--- config.mk ---
export PLATFORM = sky130hd
export DESIGN_NAME = usbce_ram
export DESIGN_NICKNAME = d
export VERILOG_FILES = /design/src/rtl/core/usbce_ram.sv
export SDC_FILE = /design/constraint.sdc
export NUM_CORES = 1
export LEC_CHECK = 0
export BUFFER_PORTS_ARGS = -buffer_cell sky130_fd_sc_hd__buf_2
export CORE_MARGIN = 2
export CORE_UTILIZATION = 40
export DETAILED_ROUTE_END_ITERATION = 16
export GPL_ROUTABILITY_DRIVEN = 0
export PLACE_DENSITY = 0.62
export SLEW_MARGIN = 40
export SYNTH_ARGS = -nofsm -noshare
export SYNTH_HDL_FRONTEND = slang
export SYNTH_SLANG_ARGS = --single-unit
--- constraint.sdc ---
create_clock -name clk -period 5.4 [get_ports clk]
set_input_delay 1.08 -clock clk [delete_from_list [all_inputs] [get_ports clk]]
set_output_delay 1.08 -clock clk [all_outputs]
set_load 0.01 [all_outputs]
--- src/rtl/core/usbce_ram.sv ---
// Generic single-port-write, single-port-read RAM with registered read.
// No dependencies.
module usbce_ram #(
    parameter int WIDTH = 8,
    parameter int DEPTH = 16
) (
    input  logic                     clk,
    input  logic                     we,
    input  logic [$clog2(DEPTH)-1:0] waddr,
    input  logic [WIDTH-1:0]         wdata,
    input  logic [$clog2(DEPTH)-1:0] raddr,
    output logic [WIDTH-1:0]         rdata
);

    logic [WIDTH-1:0] mem [DEPTH];

    always_ff @(posedge clk)
    begin
        if (we)
        begin
            mem[waddr] <= wdata;
        end
        rdata <= mem[raddr];
    end

endmodule

## Yosys cells after proc, flatten, opt, wreduce, memory -nomap -nowiden

Memories as Yosys holds them, arrays and structs flattened. A register that Yosys moved wholly into a read port is not among the register bits.
Index checks and enable logic that the tools add are counted.

| word-level totals | value |
|---|---|
| output and inout port bits | 8 |
| RAM bits | 128 |
| input bits | 18 |
| word-level logic and storage cells | 3 |
| register bits after elaboration | 0 |
| memories | 1 |

Memories:

| memory | words | bits a word | read ports | clocked after memory_dff | write ports | RTL line | text |
|---|---|---|---|---|---|---|---|
| mem | 16 | 8 | 1 | 1 | 1 | 15 | `logic [WIDTH-1:0] mem [DEPTH];` |

| operators by class | value |
|---|---|
| multiplexer cells | 2 |

Operators by type and width:

| operator | count |
|---|---|
| 1-bit 2-to-1 mux | 2 |

## Longest topological paths before layout

| logic depth | value |
|---|---|
| depth in word-level cells | 2 |
| depth in mapped cells | 5 |
| mapped depth without buffers | 3 |

## Worst setup path after synthesis

OpenSTA, ideal clock, no wires.

| timing path | value |
|---|---|
| path type | input-to-reg |
| start | in waddr[2] |
| end | mem mem[0][0], enable pin |
| cell stages on the path | 2 |
| required time | 5.017 ns |
| arrival time | 2.190 ns |
| library setup time | 0.383 ns |
| path slack | 2.827 ns |
| buffers on the path | 0 |
| cells stage by stage | or3b_2 > nor3_1 |

RTL lines:

| element | RTL line | text |
|---|---|---|
| from (decl) | 9 | `input logic [$clog2(DEPTH)-1:0] waddr,` |
| to (decl) | 15 |  |

No word-level cell before the write port.

==> run summary <==
Row cnt = 41
Setup CP Type = primary input to flop
Width of the die = 117 um
Antenna cells = 0
Clock Tree Buf Depth = 2
Synth Net Count = 247
Peak supply drop = 0.238 mV
DRT Wirelength = 9490 um
Routed Antenna Nets = 0
Synthesized area per cell = 22.5 sq um
Commonest non-fill, non-tap cell in the layout = edfxtp_1
Worst-margin pin slew = 0.805 ns
Placed cell areas = 0.00547 sq mm
Share of Yosys cell area claimed by the top area cell type = 74.7%
Synth Area in Compound Gates = 2.33%
Largest family of logic cells by synthesized area = multiplexers
Via density = 5.16
Number of gates resized after cts = 0
Xor and xnor area share after synthesis = 0%
Top cells by area, synth = edfxtp_1, mux4_2, mux4_1
Post-DP HPWL = 5900 um
Final hold violation count = 0
GRT overflow = 0
Final Setup Violations = 0
Max Transition Viols Final = 0
Worst skew pair latency = 0.41 ns
CTS hold repair buffers = 0
Startpoint Class = primary input
Port buffer count = 25
Cells along the critical path = buf_2 > buf_4 > mux4_1 > a22oi_1 > nand2_1
First-pass GRT wire length = 14,500 um
Pre-antenna DRT Iters = 5
H-tree depth = 4
Pwr Density = 404 mW/mm^2
Met2 Usage GRT = 23.5%
GRT busiest layer = met2
RSZ-0062 raised after global routing = false
CP peak stage delay = 0.66 ns
Sequential element share of the synthesized area = 77.8%
Via count of the first global-routing pass = 2,449
TritonCTS buffer count = 17
Starting Density = 41.0%
Slowest stage cell, crit path = mux4_1
Drc violations = 0
Fill cell count = 1,015
FMAX = 0.396 GHz
Leakage = 0.00199 uW
Layout cells sized above 1 = 32.4%
Core Area = 0.0126 sq mm
Die height = 117 um
Met3 Use GR = 4.13%
Crit. End Element = flop
Layout area overhead = 18.0%
Mux cell area share after synthesis = 15.0%
All-Layer GR Usage = 14.7%
DRT iter0 DRCs = 194
Die Footprint = 0.0138 sq mm
Yosys cell types = 19
CTS tree = built
Final #Nets = 283
Max-Cap Viols = 0
Largest net degree at the start of global routing = 33
Commonest cells after routing, fill and taps aside = edfxtp_1, buf_2, mux4_2
Type of the worst min-delay path = flop to flop
Yosys warning count = 0
Top fanout value on the critical path = 20
Synth Area in Simple Gates = 3.18%
Slew headroom = 46.1%
Setup TNS = 0 ns
Initial antenna violation count = 0
Cell Area, Synth = 0.00515 sq mm
Area leader, netlist = edfxtp_1
Clock slew at reported path FFs = 0.06 ns
Num ports = 26
Clock skew = 0.00725 ns
Minimum clock period = 2.52 ns
Mapped Cells = 229
Post-synthesis adder-cell area fraction = 0%
GR Util met1 = 19.6%
TritonCTS Sinks = 136
Wire length per cell = 21.1 um
Post-CTS setup buffers = 0
WP data required = 5.69 ns
CP Data Arrival Time = 2.82 ns
Status = finished clean
DR vias = 2,321
Root Driver = clkbuf_16
Post-route cell area = 0.00607 sq mm
Final cycle utilization of the critical path = 46.7%
Yosys reg bits = 136
flip-flops by register name (all words and copies together), names as in the netlist:
register  flops
rdata         8
mem         128
per-stage QoR:
| stage | hold slack (ns) | std cells | setup slack, ns | utilization, % | total power [uW] |
|---|---|---|---|---|---|
| finish | 0.669 | 450 | 2.88 | 48.3 | 2450 |
| global route | 0.701 | 450 | 2.70 | 48.3 | 2530 |
| CTS | 0.676 | 450 | 2.84 | 48.3 | 2470 |
| detailed placement | 0.663 | 418 | 2.40 | 43.5 | 1320 |
| global placement | 0.649 | 418 | 2.30 | 43.2 | 1310 |
| floorplan | 0.629 | 229 | 2.83 | - | 1270 |
logic make-up after synthesis:
group / count (synthesis)
AO/OA/AOI/OAI: 16
buffers and inverters: 10
multiplexers: 32
flip-flops: 136
AND/OR/NAND/NOR: 35
layout make-up:
cell class	count	area, sq um	share of cell area (%)
multi-input cells	83	1110	18.3
flip-flops and latches	136	4000	65.9
clock buffers	19	433	7.13
clock inverters	13	169	2.78
repair buffers	27	140	2.31
well taps	172	215	3.54
worst paths after layout:
kind              startpoint        to  slack, ns  depth (start not counted)
setup / recovery    raddr[0]  rdata[2]       2.88                          5
hold / removal    mem[15][3]  rdata[3]       0.67                          3
setup reg to reg   mem[9][1]  rdata[1]       3.99                          3
hold reg to reg   mem[15][3]  rdata[3]       0.67                          3
report_power, final:
group | total, uW | switching, uW | internal [uW] | leakage (uW)
registers | 1190 | 6.41 | 1180 | 0.00122
clock network | 1160 | 427 | 730 | 0.000281
logic | 107 | 63.9 | 43.1 | 0.000488
total | 2450 | 498 | 1950 | 0.00199
cell usage after synthesis, drive strengths merged:
cell type      count
nand3              1
nand2b             2
edfxtp           128
mux4              32
a22oi             16
or3b               1
clkdlybuf4s25      3
dfxtp              8
nor3               4
and2               1
nor2b              1
nand3b             2
and2b              1
nor2              13
nand2              9
buf                7
critical path, delay by kind of cell:
family          cells  cell delay [ns]
buf+inv             2             0.80
simple gates        1             0.08
compound gates      1             0.19
mux                 1             0.66
layer usage:
| metal | vias up | routed length [um] |
|---|---|---|
| met2 | 55 | 4730 |
| li1 | 1050 | - |
| met3 | 9 | 353 |
| met1 | 1207 | 4310 |
| met5 | - | 0 |
| met4 | 0 | 98 |
Power figures use the tool's default switching activity.
